## src/hw/rtl/fstp_pkg.sv

```systemverilog
package fstp_pkg;

  localparam int unsigned MaxTasks = 16;
  localparam int unsigned IdxW     = (MaxTasks > 1) ? $clog2(MaxTasks) : 1;

  localparam int unsigned TaskW    = 4;
  localparam int unsigned TicksW   = 32;
  localparam int unsigned RtW      = 64;
  localparam int unsigned OpW      = 2;

  // s_axis tdata: task_id, elapsed_ticks, padded to bytes
  localparam int unsigned InDataW  = ((TaskW + TicksW + 7) / 8) * 8;
  // m_axis tdata: picked_task, watermark_out, padded to bytes
  localparam int unsigned OutDataW = ((TaskW + RtW + 7) / 8) * 8;

  localparam logic [OpW-1:0] OpTick    = 2'd0;
  localparam logic [OpW-1:0] OpEnqueue = 2'd1;
  localparam logic [OpW-1:0] OpDequeue = 2'd2;
  localparam logic [OpW-1:0] OpPick    = 2'd3;

  typedef struct packed {
    logic            en;
    logic [IdxW-1:0] addr;
    logic [RtW-1:0]  data;
  } ram_wr_t;

  typedef struct packed {
    logic            en;
    logic [IdxW-1:0] addr;
  } ram_rd_t;

endpackage

```

## src/hw/rtl/fstp_ram.sv

```systemverilog
module fstp_ram (
  input  logic                      clk_i,
  input  fstp_pkg::ram_wr_t         wr_i,
  input  fstp_pkg::ram_rd_t         rd_i,
  output logic [fstp_pkg::RtW-1:0]  rd_data_o
);

  logic [fstp_pkg::RtW-1:0] mem [fstp_pkg::MaxTasks];

  always_ff @(posedge clk_i) begin
    if (wr_i.en) begin
      mem[wr_i.addr] <= wr_i.data;
    end
  end

  always_ff @(posedge clk_i) begin
    if (rd_i.en) begin
      rd_data_o <= mem[rd_i.addr];
    end
  end

endmodule

```

## src/hw/rtl/fair_share_task_picker.sv

```systemverilog
// Fair-share task picker: a table of task slots, each with a valid bit and a
// 64-bit virtual runtime kept in a single-port-read RAM, plus a watermark.
// Input channel s_axis: one beat is one command (tick, enqueue, dequeue,
// pick). Output channel m_axis: exactly one result beat per command, in order.
// Each command passes through its states in order: tick StExec, StTickWb
// (skipped when the slot is empty), StDone; enqueue/dequeue StExec, StDone;
// pick StScan over all MaxTasks slots, StDone. The block works on one command
// at a time; the next command is taken the cycle after the current one has
// moved its result into the output register. Pick throughput is set by the
// RAM read port: the scan reads one slot per cycle in ring order from the slot
// named by the command's task_id.
// Tick is a read, a 64-bit add and a write-back through the same RAM.
// Reset clears the valid bits, the watermark and the output valid flag; the
// runtime RAM is not cleared (a slot is always written by the enqueue that
// makes it valid). When m_axis stalls, the result is held in the output
// register; one further command can be accepted and processed, and it then
// waits with its result until the output register is free.
module fair_share_task_picker (
  input  logic                            clk_i,
  input  logic                            rst_ni,
  input  logic                            s_axis_tvalid_i,
  output logic                            s_axis_tready_o,
  // [3:0] task_id, [35:4] elapsed_ticks, [39:36] zero
  input  logic [fstp_pkg::InDataW-1:0]    s_axis_tdata_i,
  // [1:0] opcode
  input  logic [fstp_pkg::OpW-1:0]        s_axis_tuser_i,
  output logic                            m_axis_tvalid_o,
  input  logic                            m_axis_tready_i,
  // [3:0] picked_task, [67:4] watermark_out, [71:68] zero
  output logic [fstp_pkg::OutDataW-1:0]   m_axis_tdata_o,
  // [0] picked_valid
  output logic                            m_axis_tuser_o
);

  localparam logic [2:0] StIdle   = 3'd0;
  localparam logic [2:0] StExec   = 3'd1;
  localparam logic [2:0] StTickWb = 3'd2;
  localparam logic [2:0] StScan   = 3'd3;
  localparam logic [2:0] StDone   = 3'd4;

  localparam logic [fstp_pkg::IdxW-1:0] LastIdx = fstp_pkg::IdxW'(fstp_pkg::MaxTasks - 1);

  logic [2:0]                     state_q, state_d;
  logic [fstp_pkg::MaxTasks-1:0]  valid_q, valid_d;
  logic [fstp_pkg::RtW-1:0]       wm_q, wm_d;
  logic                           out_vld_q, out_vld_d;

  logic [fstp_pkg::OpW-1:0]       op_q;
  logic [fstp_pkg::IdxW-1:0]      slot_q;
  logic                           in_range_q;
  logic [fstp_pkg::TicksW-1:0]    ticks_q;
  logic [fstp_pkg::RtW-1:0]       sum_q;
  logic [fstp_pkg::IdxW-1:0]      rd_idx_q;
  logic [fstp_pkg::IdxW-1:0]      cnt_q;
  logic                           found_q;
  logic [fstp_pkg::RtW-1:0]       least_q;
  logic [fstp_pkg::IdxW-1:0]      best_q;

  logic [fstp_pkg::TaskW-1:0]     out_task_q;
  logic                           out_flag_q;
  logic [fstp_pkg::RtW-1:0]       out_wm_q;

  logic                           accept;
  logic                           load_out;
  logic [fstp_pkg::TaskW-1:0]     in_task;
  logic                           in_range;
  logic [fstp_pkg::IdxW-1:0]      start_idx;
  logic [fstp_pkg::IdxW-1:0]      next_idx;
  logic                           take;
  logic                           scan_end;
  fstp_pkg::ram_wr_t              ram_wr;
  fstp_pkg::ram_rd_t              ram_rd;
  logic [fstp_pkg::RtW-1:0]       rd_data;

  assign in_task   = s_axis_tdata_i[fstp_pkg::TaskW-1:0];
  assign in_range  = 32'(in_task) < fstp_pkg::MaxTasks;
  assign start_idx = in_range ? fstp_pkg::IdxW'(in_task) : '0;
  assign next_idx  = (rd_idx_q == LastIdx) ? '0 : rd_idx_q + fstp_pkg::IdxW'(1);

  assign s_axis_tready_o = (state_q == StIdle);
  assign accept          = s_axis_tvalid_i && s_axis_tready_o;
  assign load_out        = (state_q == StDone) && (!out_vld_q || m_axis_tready_i);
  assign scan_end        = (cnt_q == LastIdx);

  // slot under compare this cycle; first valid slot wins ties
  assign take = (state_q == StScan) && valid_q[rd_idx_q] && (!found_q || rd_data < least_q);

  // read of the start slot goes out with the accept, so its data is ready in
  // StExec/StScan; all writes finish before the next accept, so no forwarding
  assign ram_rd.en   = accept || (state_q == StScan);
  assign ram_rd.addr = accept ? start_idx : next_idx;

  always_comb begin
    ram_wr.en   = 1'b0;
    ram_wr.addr = slot_q;
    ram_wr.data = wm_q;
    if (state_q == StExec && op_q == fstp_pkg::OpEnqueue && in_range_q) begin
      ram_wr.en = 1'b1;
    end else if (state_q == StTickWb) begin
      ram_wr.en   = 1'b1;
      ram_wr.data = sum_q;
    end
  end

  fstp_ram u_ram (
    .clk_i     (clk_i),
    .wr_i      (ram_wr),
    .rd_i      (ram_rd),
    .rd_data_o (rd_data)
  );

  always_comb begin
    state_d   = state_q;
    valid_d   = valid_q;
    wm_d      = wm_q;
    out_vld_d = out_vld_q;
    if (out_vld_q && m_axis_tready_i) begin
      out_vld_d = 1'b0;
    end
    case (state_q)
      StIdle: begin
        if (accept) begin
          state_d = (s_axis_tuser_i == fstp_pkg::OpPick) ? StScan : StExec;
        end
      end
      StExec: begin
        state_d = StDone;
        case (op_q)
          fstp_pkg::OpTick: begin
            if (in_range_q && valid_q[slot_q]) begin
              state_d = StTickWb;
            end
          end
          fstp_pkg::OpEnqueue: begin
            if (in_range_q) begin
              valid_d[slot_q] = 1'b1;
            end
          end
          fstp_pkg::OpDequeue: begin
            if (in_range_q) begin
              valid_d[slot_q] = 1'b0;
            end
          end
          default: ;
        endcase
      end
      StTickWb: begin
        if (sum_q > wm_q) begin
          wm_d = sum_q;
        end
        state_d = StDone;
      end
      StScan: begin
        if (scan_end) begin
          state_d = StDone;
        end
      end
      StDone: begin
        if (load_out) begin
          out_vld_d = 1'b1;
          state_d   = StIdle;
        end
      end
      default: state_d = StIdle;
    endcase
  end

  always_ff @(posedge clk_i or negedge rst_ni) begin
    if (!rst_ni) begin
      state_q   <= StIdle;
      valid_q   <= '0;
      wm_q      <= '0;
      out_vld_q <= 1'b0;
    end else begin
      state_q   <= state_d;
      valid_q   <= valid_d;
      wm_q      <= wm_d;
      out_vld_q <= out_vld_d;
    end
  end

  always_ff @(posedge clk_i) begin
    if (accept) begin
      op_q       <= s_axis_tuser_i;
      slot_q     <= start_idx;
      in_range_q <= in_range;
      ticks_q    <= s_axis_tdata_i[fstp_pkg::TaskW +: fstp_pkg::TicksW];
      rd_idx_q   <= start_idx;
      cnt_q      <= '0;
      found_q    <= 1'b0;
    end
    if (state_q == StExec) begin
      sum_q <= rd_data + fstp_pkg::RtW'(ticks_q);
    end
    if (state_q == StScan) begin
      rd_idx_q <= next_idx;
      cnt_q    <= cnt_q + fstp_pkg::IdxW'(1);
      if (take) begin
        found_q <= 1'b1;
        least_q <= rd_data;
        best_q  <= rd_idx_q;
      end
    end
    if (load_out) begin
      out_flag_q <= (op_q == fstp_pkg::OpPick) && found_q;
      out_task_q <= ((op_q == fstp_pkg::OpPick) && found_q) ?
                    fstp_pkg::TaskW'(best_q) : '0;
      out_wm_q   <= wm_q;
    end
  end

  assign m_axis_tvalid_o = out_vld_q;
  assign m_axis_tuser_o  = out_flag_q;
  assign m_axis_tdata_o  = fstp_pkg::OutDataW'({out_wm_q, out_task_q});

  ap_wm_monotonic: assert property (@(posedge clk_i) disable iff (!rst_ni)
    wm_q >= $past(wm_q))
    else $error("watermark moved backward");

  ap_pick_is_valid: assert property (@(posedge clk_i) disable iff (!rst_ni)
    (load_out && op_q == fstp_pkg::OpPick && found_q) |-> valid_q[best_q])
    else $error("picked slot is not valid");

  ap_tick_wb_valid: assert property (@(posedge clk_i) disable iff (!rst_ni)
    (state_q == StTickWb) |-> (in_range_q && valid_q[slot_q] && op_q == fstp_pkg::OpTick))
    else $error("tick write-back to an empty slot");

  ap_scan_exit: assert property (@(posedge clk_i) disable iff (!rst_ni)
    (state_q == StScan) |=> (state_q == StScan || state_q == StDone))
    else $error("scan left early");

endmodule
```

## config.mk

```make
export PLATFORM = sky130hd
export DESIGN_NAME = fair_share_task_picker
export DESIGN_NICKNAME = d
export VERILOG_FILES = /design/src/hw/rtl/fstp_pkg.sv /design/src/hw/rtl/fstp_ram.sv /design/src/hw/rtl/fair_share_task_picker.sv
export SDC_FILE = /design/constraint.sdc
export NUM_CORES = 2
export LEC_CHECK = 0
export CORE_ASPECT_RATIO = 0.5
export CORE_UTILIZATION = 57
export DETAILED_ROUTE_END_ITERATION = 7
export DONT_BUFFER_PORTS = 1
export GPL_TIMING_DRIVEN = 0
export HOLD_SLACK_MARGIN = 0.1
export PLACE_DENSITY = 0.75
export SLEW_MARGIN = 20
export SYNTH_ARGS = -nofsm -noshare
export SYNTH_HDL_FRONTEND = slang
export SYNTH_SLANG_ARGS = --single-unit
```

## constraint.sdc

```tcl
create_clock -name clk_i -period 6.8 [get_ports clk_i]
set_input_delay 0.68 -clock clk_i [delete_from_list [all_inputs] [get_ports clk_i]]
set_output_delay 0.68 -clock clk_i [all_outputs]
set_load 0.1 [all_outputs]
```

==> reports/qor.yml <==
status: "finished clean"
worstPathArrival_ns: 5.80
synth_fa_ha_area_share_pct: 3.57
clkLatencyLatePin_ns: 0.75
antenna_left: 0
cpPeakStageDelay_ns: 0.93
cp.required_ns: 7.26
clockBufferDepth: 3
synthMuxAreaShare_pct: 12.7
cts-resized-gates: 0
synth_seq_cells: 1420
yosysWarnings: 0
coreArea_sq_um: 101000
fmax_ghz: 0.187
final_layout_size_suffix_gt1_share_pct: 20.4
synth-compound-area-share_pct: 4.77
fin_nets: 3651
cap_violations: 0
synth-edff-count: 1335
min_period_ns: 5.34
whs_ns: 0.141
cts_sinks: 1420
grt_use_total_pct: 27.5
path_delay_family: "buffers and inverters"
path_buf_inv: 3
grt_pass1_vias: 31500
synth_most_common_cell: "edfxtp_1"
final_core_util_pct: 65.8
crit_top_cell: "buf_2"
num_rows: 82
drt-initial-drc-count: 3910
ir_drop_mv: 0.230
reg2reg_to: "u_ram.rd_data_o[54]"
clkTransAtPathRegs_ns: 0.07
dieHeight_um: 228
grt_max_degree: 85
yosysSeqAreaShare_pct: 72.3
reg2reg_depth: 8
avgSynthCellArea_sq_um: 18.3
wirelength_um: 141000
slew_headroom_pct: 17.9
netlist_instances: 3186
critical_path_class: "reg2reg"
gp_congestion: 0.883
skew_ns: 0.0297
min_period_over_period_pct: 78.6
ys.flop_type: "edfxtp_1"
synth_common_cells: "1335 x edfxtp_1, 266 x mux4_2, 165 x ha_1"
fill_cells: 6357
p_total_mw: 29.2
synth_area_leaders: "edfxtp_1 69%, mux4_2 10%, dfrtp_1 3.6%, ha_1 3.5%, mux2_2 1.3%"
finalSetupViolations: 0
place.port_buffers: 0
detail_route.wl_per_cell_um: 28.8
tightest_slew_ns: 1.23
cp_slowest_cell: "nor3_4"
vias: 31300
cp-end-kind: "register"
h-tree-depth: 3
drtPass1Iterations: 6
grt_pass1_wl_um: 206000
overflow: 0
ioPinCount: 121
grt_setup_unrepaired: "false"
hold_viol_final: 0
synthXorXnorAreaFrac_pct: 0.944
crit_start: "state_q[2]"
yosysUniqueCellTypes: 63
synth-simple-area-share_pct: 3.59
leakage_nw: 22.8
grt_antenna_before_repair: 1
cts_tree: "yes"
vias_per_cell: 6.41
dp_hpwl_um: 95100
path_max_fanout: 10
yosysTopAreaCell: "edfxtp_1"
cp-start-kind: "register"
synthArstFlopShare_pct: 5.92
path_depth: 8
r2r_start: "state_q[2]"
die_area_sq_um: 104000
worstPathCellList: "nor3_4 -> nand2_4 -> o21ai_0 -> buf_2 -> clkbuf_1 -> buf_2 -> mux2i_1 -> a21oi_1"
slew_viol_final: 0
die_w_um: 455
start_util_pct: 57.9
synth_top_family_by_area: "multiplexers"
syn_area_sq_um: 58400
yosys.area.top_type_share_pct: 68.6
crit_end: "u_ram.rd_data_o[54]"
syn_to_final_growth_pct: 13.7
cts_root_buf: "clkbuf_16"
drc: 0
numCtsBuffers: 119
p_per_area_nw_per_um2: 441
min_path_type: "in2reg"
rrSetupSlack_ns: 1.46
kinds of logic after synthesis:
group	Yosys count
buf+inv	274
xor+xnor	63
simple gates	409
other cells	1
flops	1420
compound gates	454
mux	399
fa+ha+maj	166
report_power, final:
part           internal, mW  switching (mW)
Combinational          3.28            5.42
Sequential             11.9            1.59
Clock                  3.85            3.18
Total                  19.1            10.2
worst min-delay path by stage:
stage          cells past startpoint                         end               from
3_3_place_gp                       0                  state_q[1]             rst_ni
5_1_grt                            2                 rd_idx_q[3]  s_axis_tdata_i[3]
3_5_place_dp                       0  asynchronous set/reset pin             rst_ni
4_1_cts                            2                 rd_idx_q[3]  s_axis_tdata_i[3]
6_report                           2                 rd_idx_q[3]  s_axis_tdata_i[3]
2_1_floorplan                      0  asynchronous set/reset pin             rst_ni
layer usage:
metal | wire length [um] | share of wire [%] | vias up | track usage [%]
li1 | - | - | 13200 | -
met1 | 57200 | 41 | 16200 | 39.7
met2 | 64400 | 46 | 1636 | 41.6
met3 | 14300 | 10 | 265 | 6.59
met4 | 4670 | 3.3 | 0 | 9.05
met5 | 0 | 0 | - | 0
timing repair:
item                                   CTS  global route
buffers inserted                         0             0
endpoints found under the hold margin  123             0
hold buffers                            40             0
final cells by class:
type	count	area [sq um]	area share (%)
Antenna cell	2	5.00	0.00754
Clock buffer	151	3210	4.84
Multi-Input combinational cell	1495	15200	22.8
Sequential cell	1420	42200	63.6
Buffer	133	741	1.12
Tap cell	1344	1680	2.53
Timing Repair Buffer	129	2100	3.16
Clock inverter	70	767	1.16
Inverter	141	529	0.797
stage by stage:
step,area [sq um],setup WS (ns),instances,TNS (ns)
6_report,66400,1.46,4885,0
5_1_grt,66400,1.41,4883,0
4_1_cts,66400,1.61,4883,0
3_5_place_dp,62000,1.65,4622,0
3_3_place_gp,60100,-4.15,4533,-3856.85
2_1_floorplan,58500,0.937,3189,0
state kept, by name, summed over array words and instances, names as in the netlist, named ones only:
register         count
op_q                 2
m_axis_tuser_o       1
cnt_q                4
u_ram.mem         1024
out_task_q           4
found_q              1
rd_idx_q             4
best_q               4
state_q              3
least_q             64
m_axis_tvalid_o      1
sum_q               64
out_wm_q            64
ticks_q             32
slot_q               4
wm_q                64
u_ram.rd_data_o     64
cells in the final DEF (no fill, tap or decap), types with 41 or more instances in the layout:
master | synthesis | routed
o21ai_0 | 119 | 55
inv_1 | 141 | 140
nor2b_1 | 75 | 75
a21o_1 | 54 | 54
o21ai_1 | 3 | 59
clkbuf_16 | 0 | 121
mux4_2 | 266 | 266
edfxtp_1 | 1335 | 1335
ha_1 | 165 | 165
nand2_1 | 123 | 122
mux2_2 | 67 | 67
a211oi_1 | 70 | 70
nor2_1 | 61 | 49
mux2i_1 | 65 | 65
a21oi_1 | 141 | 141
clkbuf_1 | 55 | 77
dfrtp_1 | 84 | 84
xnor2_1 | 41 | 41
No activity file was read; power rests on OpenSTA's default activity.
